--- src/rtl/ppi_pkg.sv ---
// Shared types and constants for the PPI port latch serial bridge.
// No dependencies; imported by the interfaces and all modules.
`default_nettype none
package ppi_pkg;

  localparam int CFG_IDX_W = 2;
  localparam int CFG_DATA_W = 8;

  localparam logic [CFG_IDX_W-1:0] CFG_BRIDGE_ACTIVE = 2'd0;
  localparam logic [CFG_IDX_W-1:0] CFG_RX_DECODE     = 2'd1;

  localparam logic [1:0] MODE_READ  = 2'd0;
  localparam logic [1:0] MODE_WRITE = 2'd1;
  localparam logic [1:0] MODE_RX    = 2'd2;

  localparam logic [1:0] SEL_PORT_A  = 2'd0;
  localparam logic [1:0] SEL_PORT_B  = 2'd1;
  localparam logic [1:0] SEL_PORT_C  = 2'd2;
  localparam logic [1:0] SEL_CONTROL = 2'd3;

  localparam logic [7:0] TX_DATA_MASK = 8'h6F;
  localparam logic [7:0] TX_TAG_A     = 8'h80;
  localparam logic [7:0] TX_TAG_B     = 8'h90;
  localparam logic [7:0] TX_CW_MASK   = 8'h78;
  localparam logic [7:0] TX_TAG_CW    = 8'h40;
  localparam logic [7:0] TX_CW_LOW    = 8'h03;
  localparam logic [7:0] TX_BIT_MASK  = 8'h0F;
  localparam logic [7:0] TX_TAG_BIT   = 8'h10;
  localparam logic [7:0] RX_SEL_MASK  = 8'h90;
  localparam logic [7:0] RX_HI_MASK   = 8'hF0;
  localparam logic [7:0] RX_END_MARK  = 8'h30;
  localparam logic [7:0] BYTE_ONES    = 8'hFF;
  localparam logic [7:0] CW_RESET     = 8'h92;

  typedef struct packed {
    logic [1:0] mode;
    logic [2:0] bus_addr;
    logic [7:0] bus_data;
    logic [7:0] rx_byte;
  } in_word_t;

  typedef struct packed {
    logic [7:0] read_data;
    logic       tx_valid;
    logic [7:0] tx_byte;
    logic       joy_valid;
    logic       joy_port;
    logic [7:0] joy_level;
    logic       end_mark_seen;
    logic [7:0] end_mark_byte;
  } out_word_t;

  typedef struct packed {
    logic [CFG_IDX_W-1:0]  index;
    logic [CFG_DATA_W-1:0] value;
  } cfg_word_t;

  typedef struct packed {
    logic bridge_active;
    logic rx_decode;
  } cfg_t;

  typedef struct packed {
    logic [7:0] latch_a;
    logic [7:0] latch_b;
    logic [7:0] latch_c;
    logic [7:0] control_word;
    logic [7:0] remote_a;
    logic [7:0] remote_b;
    logic [7:0] remote_c;
    logic [7:0] last_bit_command;
  } state_t;

  localparam state_t STATE_RESET = '{
    latch_a:          BYTE_ONES,
    latch_b:          BYTE_ONES,
    latch_c:          8'h00,
    control_word:     CW_RESET,
    remote_a:         BYTE_ONES,
    remote_b:         BYTE_ONES,
    remote_c:         8'h00,
    last_bit_command: BYTE_ONES
  };

endpackage
`default_nettype wire

--- src/rtl/ppi_if.sv ---
// Valid/ready channel interfaces: input words, result words, config writes.
// Depends on ppi_pkg for the payload types.
`default_nettype none
interface ppi_in_if;
  import ppi_pkg::*;
  logic     valid;
  logic     ready;
  in_word_t data;
  modport source (output valid, output data, input ready);
  modport sink (input valid, input data, output ready);
endinterface

interface ppi_out_if;
  import ppi_pkg::*;
  logic      valid;
  logic      ready;
  out_word_t data;
  modport source (output valid, output data, input ready);
  modport sink (input valid, input data, output ready);
endinterface

interface ppi_cfg_if;
  import ppi_pkg::*;
  logic      valid;
  logic      ready;
  cfg_word_t data;
  modport source (output valid, output data, input ready);
  modport sink (input valid, input data, output ready);
endinterface
`default_nettype wire

--- src/rtl/ppi_step.sv ---
// Per-word decode: bus read mux, write latching and serial translation,
// received byte decode. Pure combinational; depends on ppi_pkg.
`default_nettype none
module ppi_step (
  input  ppi_pkg::cfg_t      cfg,
  input  ppi_pkg::state_t    state,
  input  ppi_pkg::in_word_t  word,
  output ppi_pkg::state_t    state_next,
  output ppi_pkg::out_word_t result
);
  import ppi_pkg::*;

  logic [1:0] sel;
  logic [7:0] d;
  logic [7:0] b;
  logic [7:0] bit_mask;
  logic [7:0] tx;
  logic       send;

  assign sel = word.bus_addr[2:1];
  assign d = word.bus_data;
  assign b = word.rx_byte;
  assign bit_mask = 8'h01 << d[3:1];

  always_comb begin
    state_next = state;
    result = '0;
    tx = '0;
    send = 1'b0;
    unique case (word.mode)
      MODE_READ: begin
        if (!word.bus_addr[0]) begin
          result.read_data = BYTE_ONES;
        end else begin
          unique case (sel)
            SEL_PORT_A: result.read_data = cfg.bridge_active ? state.remote_a : state.latch_a;
            SEL_PORT_B: result.read_data = cfg.bridge_active ? state.remote_b : state.latch_b;
            SEL_PORT_C: result.read_data = cfg.bridge_active ?
                          (state.remote_c | (state.latch_c & TX_BIT_MASK)) : state.latch_c;
            SEL_CONTROL: result.read_data = BYTE_ONES;
          endcase
        end
      end
      MODE_WRITE: begin
        if (word.bus_addr[0]) begin
          send = cfg.bridge_active;
          unique case (sel)
            SEL_PORT_A: begin
              tx = (d & TX_DATA_MASK) | TX_TAG_A;
              state_next.latch_a = d;
            end
            SEL_PORT_B: begin
              tx = (d & TX_DATA_MASK) | TX_TAG_B;
              state_next.latch_b = d;
            end
            SEL_PORT_C: begin
              tx = {4'h0, d[7:4]};
              state_next.latch_c = d;
            end
            SEL_CONTROL: begin
              if (d[7]) begin
                tx = ((d & TX_CW_MASK) >> 1) | (d & TX_CW_LOW) | TX_TAG_CW;
                state_next.control_word = d;
              end else begin
                if (cfg.bridge_active) begin
                  if (d == state.last_bit_command) begin
                    send = 1'b0;
                  end else begin
                    state_next.last_bit_command = d;
                    tx = (d & TX_BIT_MASK) | TX_TAG_BIT;
                  end
                end
                if (d[0]) begin
                  state_next.latch_c = state.latch_c | bit_mask;
                end else begin
                  state_next.latch_c = state.latch_c & ~bit_mask;
                end
              end
            end
          endcase
          result.tx_valid = send;
          result.tx_byte = send ? tx : 8'h00;
        end
      end
      MODE_RX: begin
        if ((b & RX_HI_MASK) == RX_END_MARK) begin
          result.end_mark_seen = 1'b1;
          result.end_mark_byte = b;
        end
        if (cfg.rx_decode) begin
          priority if ((b & RX_SEL_MASK) == TX_TAG_A) begin
            state_next.remote_a = b | RX_SEL_MASK;
            result.joy_valid = 1'b1;
            result.joy_port = 1'b0;
            result.joy_level = ~(b | RX_SEL_MASK);
          end else if ((b & RX_SEL_MASK) == RX_SEL_MASK) begin
            state_next.remote_b = b | RX_SEL_MASK;
            result.joy_valid = 1'b1;
            result.joy_port = 1'b1;
            result.joy_level = ~(b | RX_SEL_MASK);
          end else if ((b & RX_HI_MASK) == 8'h00) begin
            state_next.remote_c = {b[3:0], 4'h0};
          end
        end
      end
      default: begin
      end
    endcase
  end

endmodule
`default_nettype wire

--- src/rtl/ppi_port_latch_serial_bridge.sv ---
// Top level of the PPI port latch serial bridge: input register, decode,
// result register and config registers. Depends on ppi_pkg, ppi_if, ppi_step.
//
// Channels: in carries one bus read, bus write or received serial byte per
// word; out returns exactly one result word per input word, in order; cfg
// writes bridge_active (index 0) or rx_decode (index 1) from bit 0 of its
// value, one write per cycle, always ready. Write config only while idle.
// A word accepted on in is held in the input register; its result then goes
// into the result register, which drives out.
// Throughput: one word per cycle while out is ready; port and latch state
// update as a word moves from the input register into the result register,
// so the next word sees it. Receiver stall: the result register holds; one
// more word waits in the input register, then in.ready drops until out drains.
// Reset (rst, synchronous): both stages empty, latches A/B = 0xFF, C = 0x00,
// control word 0x92, remote ports likewise, config registers cleared.
`default_nettype none
module ppi_port_latch_serial_bridge (
  input  wire        clk,
  input  wire        rst,
  ppi_in_if.sink     in,
  ppi_out_if.source  out,
  ppi_cfg_if.sink    cfg
);
  import ppi_pkg::*;

  logic      s1_valid;
  in_word_t  s1_word;
  logic      o_valid;
  out_word_t o_word;
  state_t    state;
  state_t    state_next;
  out_word_t result;
  cfg_t      cfg_reg;
  logic      s1_adv;
  logic      in_acc;

  assign s1_adv = s1_valid && (!o_valid || out.ready);
  assign in.ready = !s1_valid || s1_adv;
  assign in_acc = in.valid && in.ready;
  assign out.valid = o_valid;
  assign out.data = o_word;
  assign cfg.ready = 1'b1;

  ppi_step u_step (
    .cfg        (cfg_reg),
    .state      (state),
    .word       (s1_word),
    .state_next (state_next),
    .result     (result)
  );

  always_ff @(posedge clk) begin
    if (rst) begin
      s1_valid <= 1'b0;
      o_valid <= 1'b0;
      state <= STATE_RESET;
      cfg_reg <= '0;
    end else begin
      if (cfg.valid) begin
        unique case (cfg.data.index)
          CFG_BRIDGE_ACTIVE: cfg_reg.bridge_active <= cfg.data.value[0];
          CFG_RX_DECODE:     cfg_reg.rx_decode <= cfg.data.value[0];
          default: begin
          end
        endcase
      end
      if (in_acc) begin
        s1_valid <= 1'b1;
      end else if (s1_adv) begin
        s1_valid <= 1'b0;
      end
      if (s1_adv) begin
        state <= state_next;
        o_valid <= 1'b1;
      end else if (out.ready) begin
        o_valid <= 1'b0;
      end
    end
  end

  always_ff @(posedge clk) begin
    if (in_acc) begin
      s1_word <= in.data;
    end
    if (s1_adv) begin
      o_word <= result;
    end
  end

  a_tx_needs_bridge: assert property (@(posedge clk) disable iff (rst)
    o_valid && o_word.tx_valid |-> cfg_reg.bridge_active)
    else $error("serial byte sent while bridge inactive");

  a_joy_needs_notify: assert property (@(posedge clk) disable iff (rst)
    o_valid && o_word.joy_valid |-> cfg_reg.rx_decode)
    else $error("joystick update outside notify mode");

  a_stall_only_full: assert property (@(posedge clk) disable iff (rst)
    !in.ready |-> s1_valid && o_valid && !out.ready)
    else $error("input stalled with room available");

  a_last_cmd_form: assert property (@(posedge clk) disable iff (rst)
    !state.last_bit_command[7] || state.last_bit_command == BYTE_ONES)
    else $error("stored bit command has bit 7 set");

endmodule
`default_nettype wire

--- src/flat_wrapper.sv ---
// flat-port wrapper written by rule: the top's interface ports become plain ports
module ppi_port_latch_serial_bridge_flat import ppi_pkg::*;
  (clk, rst, in_valid, in_data, in_ready, out_valid, out_data, out_ready, cfg_valid, cfg_data, cfg_ready);
  ppi_in_if in_i ();
  ppi_out_if out_i ();
  ppi_cfg_if cfg_i ();
  input  wire clk;
  input  wire rst;
  input wire logic [$bits(in_i.valid)-1:0] in_valid;
  input wire logic [$bits(in_i.data)-1:0] in_data;
  output wire logic [$bits(in_i.ready)-1:0] in_ready;
  output wire logic [$bits(out_i.valid)-1:0] out_valid;
  output wire logic [$bits(out_i.data)-1:0] out_data;
  input wire logic [$bits(out_i.ready)-1:0] out_ready;
  input wire logic [$bits(cfg_i.valid)-1:0] cfg_valid;
  input wire logic [$bits(cfg_i.data)-1:0] cfg_data;
  output wire logic [$bits(cfg_i.ready)-1:0] cfg_ready;
  assign in_i.valid = in_valid;
  assign in_i.data = in_data;
  assign in_ready = in_i.ready;
  assign out_valid = out_i.valid;
  assign out_data = out_i.data;
  assign out_i.ready = out_ready;
  assign cfg_i.valid = cfg_valid;
  assign cfg_i.data = cfg_data;
  assign cfg_ready = cfg_i.ready;
  ppi_port_latch_serial_bridge u_core (.clk(clk), .rst(rst), .in(in_i), .out(out_i), .cfg(cfg_i));
endmodule
--- config.mk ---
export PLATFORM = sky130hd
export DESIGN_NAME = ppi_port_latch_serial_bridge_flat
export DESIGN_NICKNAME = d
export VERILOG_FILES = /design/src/rtl/ppi_pkg.sv /design/src/rtl/ppi_if.sv /design/src/rtl/ppi_step.sv /design/src/rtl/ppi_port_latch_serial_bridge.sv /design/src/flat_wrapper.sv
export SDC_FILE = /design/constraint.sdc
export NUM_CORES = 1
export LEC_CHECK = 0
export BUFFER_PORTS_ARGS = -buffer_cell sky130_fd_sc_hd__buf_4
export CAP_MARGIN = 10
export CORE_MARGIN = 8
export CORE_UTILIZATION = 51
export DETAILED_ROUTE_END_ITERATION = 10
export HOLD_SLACK_MARGIN = 0.05
export PLACE_DENSITY = 0.71
export SYNTH_ARGS = -nofsm -noshare
export SYNTH_HDL_FRONTEND = slang
export SYNTH_HIERARCHICAL = 1
export SYNTH_SLANG_ARGS = --single-unit
--- constraint.sdc ---
create_clock -name clk -period 2.1 [get_ports clk]
set_clock_uncertainty 0.05 [all_clocks]
set_input_delay 0.21 -clock clk [delete_from_list [all_inputs] [get_ports clk]]
set_output_delay 0.21 -clock clk [all_outputs]
set_load 0.005 [all_outputs]
==> Word level (Yosys, flattened, before mapping) <==
Index checks and enable logic that the tools add are counted.
{ "totals": {"n_memories": 0, "inputBits": 36, "romBits": 0, "reg_bits": 109, "ram_bits": 0, "output_inout_bits": 39, "latchBits": 0, "word_cells": 99} }
{ "op_classes": {"magnitude_cmp": 0, "shifts": 1, "div_mod_pow": 0, "add_sub_neg": 0, "muxes": 25, "reduce_logical": 27, "n_bitwise": 12, "mul": 0, "eq_ne": 11} }
{ "ops": {"columns": ["op", "n"], "rows": [
  ["$pmux W8 S4", 2],
  ["$mux W8", 6],
  ["$mux W10", 2],
  ["$not A8 Y8", 2],
  ["$pmux W8 S2", 1],
  ["$reduce_and A4 Y1", 3],
  ["$eq A2 B2 Y1 const B", 5],
  ["$mux W1", 10],
  ["$mux W5", 2],
  ["$reduce_and A2 Y1", 5],
  ["$reduce_and A5 Y1", 2],
  ["$mux W9", 1],
  ["$and A8 B8 Y8", 1],
  ["$eq A8 B8 Y1", 1],
  ["$logic_not A8 Y1", 1],
  ["$or A8 B4 Y8", 1],
  ["$or A8 B8 Y8", 1],
  ["$shl A1 B3 Y8 const A", 1],
  ["$mux W7", 1],
  ["$reduce_and A7 Y1", 1],
  ["$eq A2 B1 Y1 const B", 3],
  ["$logic_not A2 Y1", 3],
  ["$not A1 Y1", 6],
  ["$or A6 B2 Y6", 1],
  ["other kinds (9)", 14]
]} }

==> Logic depth before layout (Yosys ltp) <==
Gate-level depths: netlist of the first run.
{ "depth": {"word_depth": 8, "depth_mapped": 8, "mapped_depth_nobuf": 7} }

==> Modules after synthesis <==
The synthesis of the first run kept the hierarchy.
{ "by_module_without_submodules": {"columns": ["module", "instances", "seq_area_each_um2", "area_per_inst_um2", "cells_per_inst"], "rows": [
  ["ppi_port_latch_serial_bridge", 1, 3072.9, 4563.1, 354],
  ["ppi_step", 1, 0.0, 1920.6, 264]
]} }

==> Least setup slack after synthesis of the first run <==
Ideal clock, no wire load.
{ "synth_timing": {"kind": "flip-flop to flip-flop", "start": "register u_core.o_valid, in the netlist u_core/out.valid", "end": "register u_core/s1_word[0] (netlist bit), enable pin", "setup_ns": 0.406, "synth_period_minus_slack_ns": 1.986, "setup_slack_ns": 0.114, "n_path_buf": 0, "arrival_ns": 1.530, "required_ns": 1.644, "stages_incl_launch_ff": 3, "cell_sequence": "dfxtp_1 nor2b_4 a21oi_1"} }
{ "synth_via": {"elab_chain_len": 5} }
{ "synth_lines": {"columns": ["item", "line", "rtl"], "rows": [
  ["start, declared", "ppi_port_latch_serial_bridge.sv:28", "logic o_valid;"],
  ["start signal, assigned", "ppi_port_latch_serial_bridge.sv:55", "o_valid <= 1'b0;"],
  ["start signal, assigned", "ppi_port_latch_serial_bridge.sv:74", "o_valid <= 1'b1;"],
  ["start signal, assigned", "ppi_port_latch_serial_bridge.sv:76", "o_valid <= 1'b0;"],
  ["$logic_not A1 Y1", "ppi_port_latch_serial_bridge.sv:37", "assign s1_adv = s1_valid && (!o_valid || out.ready);"],
  ["$logic_or A1 B1 Y1", "ppi_port_latch_serial_bridge.sv:37", null],
  ["$logic_and A1 B1 Y1", "ppi_port_latch_serial_bridge.sv:37", null],
  ["$logic_or A1 B1 Y1", "ppi_port_latch_serial_bridge.sv:38", "assign in.ready = !s1_valid || s1_adv;"],
  ["$logic_and A1 B1 Y1", "ppi_port_latch_serial_bridge.sv:39", "assign in_acc = in.valid && in.ready;"],
  ["via u_core.in_acc", "ppi_port_latch_serial_bridge.sv:35", "logic in_acc;"],
  ["end signal, assigned", "ppi_port_latch_serial_bridge.sv:83", "s1_word <= in.data;"],
  ["end, declared", "ppi_port_latch_serial_bridge.sv:27", "in_word_t s1_word;"]
]} }
The timed path passes the listed nets, and every way through them passes these cells.
A chain may end at the register's enable or synchronous reset.

==> Final worst setup path of the first run <==
{ "layout_timing": {"start": "register u_core/s1_word[12] (netlist bit)", "end": "register u_core/state[5] (netlist name)"} }
{ "layout_via": {"elab_chain_len": 3} }
{ "layout_lines": {"columns": ["item", "line", "rtl"], "rows": [
  ["$eq A8 B8 Y1", "ppi_step.sv:66", "if (d == state.last_bit_command) begin"],
  ["$not A1 Y1 (no line)", null, null],
  ["$reduce_and A7 Y1 (no line)", null, null]
]} }
Every way passes these cells.

==> results of run 1 <==
## power groups by stage
stage	clock network [W]	registers, W	logic (W)
after detailed placement	0	0.00255	0.000473
after global placement	0	0.00255	0.000462
after global routing	0.00318	0.00251	0.000548
after CTS	0.00309	0.00251	0.000510
after floorplan	0	0.00254	0.000290
final	0.00305	0.00251	0.000511
## final cells by class
type | instances | area (sq um) | share of cell area [%]
well taps | 147 | 184 | 2.40
flip-flops and latches | 117 | 2910 | 38.0
multi-input cells | 407 | 2850 | 37.1
clock buffers | 22 | 475 | 6.20
repair buffers | 124 | 1080 | 14.1
inverters | 6 | 22.5 | 0.293
clock inverters | 10 | 151 | 1.97
## what timing repair did
action | CTS | global route
endpoints found under the setup margin | 0 | 3
hold buffers | 24 | 0
hold endpoints to repair | 25 | 0
gates resized for setup | 0 | 2
## worst reg2reg max path, cell delays in order (launching register included)
cell	delay, ns
edfxtp_1	0.41
xnor2_1	0.21
nand4_2	0.20
o2111ai_4	0.39
mux2_2	0.39
nor2_1	0.13
mux2i_1	0.09
## layer usage
layer,track usage [%],up-vias,wire (um)
met5,0,-,0
met4,8.52,0,288
met3,4.55,21,734
met2,30.8,122,6970
met1,21.3,2136,6060
li1,-,2218,-
## worst paths after layout
path         slack [ns]                from  cells after the start                end
min reg2reg        0.43    u_core/state[14]                      2   u_core/state[14]
max reg2reg        0.13  u_core/s1_word[12]                      6    u_core/state[5]
max                0.13  u_core/s1_word[12]                      6    u_core/state[5]
min                 0.1         cfg_data[9]                      4  u_core/cfg_reg[1]
## per-stage QoR
step | total power [W] | setup slack [ns] | hold slack (ns) | area [sq um]
floorplan | 0.00283 | 0.114 | 0.259 | 6080
global placement | 0.00301 | 0.236 | 0.339 | 6800
detailed placement | 0.00303 | 0.140 | 0.340 | 6800
CTS | 0.00611 | 0.124 | 0.0863 | 7660
global route | 0.00624 | -0.0138 | 0.103 | 7670
finish | 0.00607 | 0.132 | 0.0983 | 7670
==> reports/qor.yml, run 1 <==
cts:
  root_buffer: "clkbuf_16"
  cts_setup_buffers: 0
  numCtsBuffers: 17
  cts.path.max_buffers: 2
  cts.sinks: 117
  clkSlewWorstSetupHoldPaths_ns: 0.05
  cts_tree: "done"
  worstSkewPairLatency_ns: 0.41
  h-tree-depth: 4
grt:
  grt_overflow: 0
  grt_antenna_before_repair: 0
  gr-usage-all-layers_pct: 18.2
  grt_pass1_wl_um: 22500
  grt_pass1_vias: 4498
  grt_max_degree: 61
placed_design:
  hpwl_um: 9570
  dp.cells: 777
  place_congestion: 0.819
  io_buffers: 66
die:
  dieHeight_um: 125
  ios: 75
  core-area_sq_um: 11800
  initial_core_util_pct: 51.4
  die_w_um: 125
  die-area_sq_um: 15600
  rows: 40
detailed_routing:
  firstDrtPassIters: 4
  drc: 0
  via_per_inst: 5.40
  vias: 4497
  drt_iter0_markers: 361
  drtAntennaViolNets: 0
  wirelength_um: 14100
  wl_per_cell_um: 16.9
layout:
  largest_reg_flops: 56
  regMostFlops: "u_core/state"
  drive_gt1_share_pct: 28.6
  final_core_util_pct: 65.0
  n_antenna_cell: 0
  final_cell_mix: "nor2_1 (98), buf_4 (93), mux2i_1 (65)"
  stdcell_count: 833
  final_common_cell: "nor2_1"
  fillers: 935
  area_growth_pct: 26.5
  fin_nets: 709
setup_path:
  critPathBufInv: 0
  start_kind: "register"
  crit_type: "register to register"
  crit_family: "multiplexers"
  max_stage_delay_ns: 0.41
  required_ns: 2.35
  arrival_ns: 2.22
  endpoint_kind: "register"
  crit_slowest_cell: "edfxtp_1"
  path_cells: "xnor2_1 > nand4_2 > o2111ai_4 > mux2_2 > nor2_1 > mux2i_1"
  critPathMaxFanout: 8
pwr:
  seqPwrFrac_pct: 41.3
  p_comb_share_pct: 8.4
  p_clk_share_pct: 50.3
  swShare_pct: 21.1
  p_sw_w: 0.00128
  vdd_drop_max_mv: 0.492
  power.leakage_nw: 2.80
  p_int_w: 0.00479
  powerDensity_nw_per_um2: 791
run_status:
  outcome: "completed"
sta:
  setup_viol: 0
  hold_violations: 0
  finalMaxSlewViolations: 0
  fin_setup_tns_ns: 0
  relSlewSlack_pct: 58.4
  max_freq_mhz: 508
  fin_crit_sh_pct: 93.7
  worst_pin_slew_ns: 0.622
  layout_min_cycle_time_ns: 1.97
synth:
  synth_area_per_cell_sq_um: 10.5
  ys_warn_count: 6
  netlist_instances: 577
  synth_area_sq_um: 6070
flow_run:
  maxCapViolCount: 0
min_path:
  hp-class: "primary input to register"
Power figures use the tool's default switching activity.
==> inputs of run 2 (changes only) <==
--- a/config.mk
+++ b/config.mk
@@ -12,5 +12,5 @@
 export DETAILED_ROUTE_END_ITERATION = 10
 export HOLD_SLACK_MARGIN = 0.05
-export PLACE_DENSITY = 0.71
+export PLACE_DENSITY = 0.7
 export SYNTH_ARGS = -nofsm -noshare
 export SYNTH_HDL_FRONTEND = slang
==> constraint.sdc (replaced) <==
create_clock -name clk -period 2.1 [get_ports clk]
set_clock_uncertainty 0.05 [all_clocks]
set_input_delay 0.105 -clock clk [delete_from_list [all_inputs] [get_ports clk]]
set_output_delay 0.105 -clock clk [all_outputs]
set_load 0.005 [all_outputs]
==> reports/qor.yml, run 2 (synthesis results as in run 1) <==
min_path:
  worstHoldPathCells: 3  # -1
  hp-class: "primary input to register"
setup_path:
  reg2regPathDepth: 7  # +1
  start_kind: "register"
  r2r_slack_ns: 0.09  # -0.04 ns
  critPathMaxFanout: 8  # unchanged
  required_ns: 2.33  # -0.02 ns
  endpoint_kind: "register"
  arrival_ns: 2.24  # +0.02 ns
  crit_type: "register to register"
layout:
  largest_reg_flops: 56  # unchanged
  final_common_cell: "nor2_1"
  fin_nets: 715  # +0.85%
  drive_gt1_share_pct: 28.6  # +0.041 points
  final_cell_mix: "nor2_1 (98), buf_4 (96), mux2i_1 (65)"
  regMostFlops: "u_core/state"
  stdcell_count: 839  # +0.72%
  area_growth_pct: 27.3
  fillers: 950  # +1.6%
  n_antenna_cell: 0  # unchanged
cts:
  cts.path.max_buffers: 2  # unchanged
  root_buffer: "clkbuf_16"
  cts_tree: "done"
  cts.sinks: 117  # unchanged
  worstSkewPairLatency_ns: 0.41  # about the same
  cts_setup_buffers: 0  # unchanged
  h-tree-depth: 4  # unchanged
  numCtsBuffers: 17  # unchanged
  clkSlewWorstSetupHoldPaths_ns: 0.05  # about the same
sta:
  finalMaxSlewViolations: 0  # unchanged
  relSlewSlack_pct: 61.9  # +3.4 points
  fin_setup_tns_ns: 0  # unchanged
  fin_crit_sh_pct: 95.7  # +2.0 points
  setup_viol: 0  # unchanged
  hold_violations: 0  # unchanged
  finalHoldWorstSlack_ns: 0.0689  # -0.0294 ns
  worst_pin_slew_ns: 0.571  # -0.0514 ns
  max_freq_mhz: 498  # -2.1%
  worst_slack_ns: 0.0910  # -0.0414 ns
  layout_min_cycle_time_ns: 2.01  # +0.0414 ns
run_status:
  outcome: "completed"
grt:
  grt_pass1_vias: 4713  # +4.8%
  gr-usage-all-layers_pct: 19.1  # +0.86 points
  grt_pass1_wl_um: 23600  # +4.8%
  grt_overflow: 0  # unchanged
  grt_antenna_before_repair: 0  # unchanged
  grt_max_degree: 43  # -30%
placed_design:
  dp.cells: 779  # +0.26%
  io_buffers: 66  # unchanged
  place_ws_ns: 0.132  # -0.00833 ns
  hpwl_um: 9810  # +2.5%
  place_congestion: 0.823  # +0.43%
detailed_routing:
  firstDrtPassIters: 5  # +1
  vias: 4602  # +2.3%
  via_per_inst: 5.49  # +1.6%
  drt_iter0_markers: 238  # -34%
  wl_per_cell_um: 17.3  # +2.3%
  drtAntennaViolNets: 0  # unchanged
  drc: 0  # unchanged
  wirelength_um: 14500  # +3.0%
die:
  die-area_sq_um: 15600  # unchanged
  ios: 75  # unchanged
  rows: 40  # unchanged
  core-area_sq_um: 11800  # unchanged
  dieHeight_um: 125  # unchanged
  initial_core_util_pct: 51.4  # unchanged
  die_w_um: 125  # unchanged
pwr:
  total_power_w: 0.00589  # -2.9%
  powerDensity_nw_per_um2: 763  # -3.5%
  vdd_drop_max_mv: 0.448  # -9.0%
  power.leakage_nw: 2.83  # +1.0%
flow_run:
  maxCapViolCount: 0  # unchanged
-- run 2: cell type report --
class                   instances  area, sq um  share of cell area (%)
clock buffers                  31          571                    7.39
repair buffers                130         1120                    14.5
inverters                       6         22.5                   0.292
multi-input cells             407         2880                    37.3
clock inverters                 1         30.0                   0.389
well taps                     147          184                    2.38
flip-flops and latches        117         2910                    37.7
-- run 2: what timing repair did --
item                       in CTS  in global routing
hold endpoints to repair       25                  0
hold buffers                   28                  0
setup endpoints to repair       0                  2
gates resized for setup         0                  6
-- run 2: final timing paths --
check                          end          startpoint
hold reg to reg    u_core/state[8]     u_core/state[8]
hold / removal    u_core/state[58]                 rst
setup reg to reg  u_core/state[29]  u_core/s1_word[20]
setup / recovery  u_core/state[29]  u_core/s1_word[20]
-- run 2: worst max-delay path, stage by stage (launching register included) --
cell	delay, ns
edfxtp_1	0.43
nor2b_1	0.35
nand3_1	0.19
nor2_2	0.11
buf_4	0.18
mux2_2	0.35
nor2_1	0.12
mux2i_1	0.08
-- run 2: per-stage QoR --
stage / util (%) / area [sq um]
2_1_floorplan: - / 6080
3_3_place_gp: 57.6 / 6800
3_5_place_dp: 57.6 / 6800
4_1_cts: 65.0 / 7680
5_1_grt: 65.4 / 7720
6_report: 65.4 / 7720
-- run 2: power breakdown --
part           switching, W  total [W]  leakage, nW  internal [W]
combinational      0.000264   0.000525         1.51      0.000260
sequential        0.0000433    0.00251         1.02       0.00247
clock              0.000933    0.00286        0.292       0.00193
-- run 2: routing by layer --
metal / share of wire [%] / wire length, um / vias to the layer above / track usage (%)
li1: - / - / 2228 / -
met5: 0 / 0 / - / 0
met1: 42 / 6150 / 2219 / 22.4
met4: 1.7 / 248 / 0 / 8.38
met3: 6.1 / 881 / 14 / 4.89
met2: 50 / 7200 / 141 / 32.3
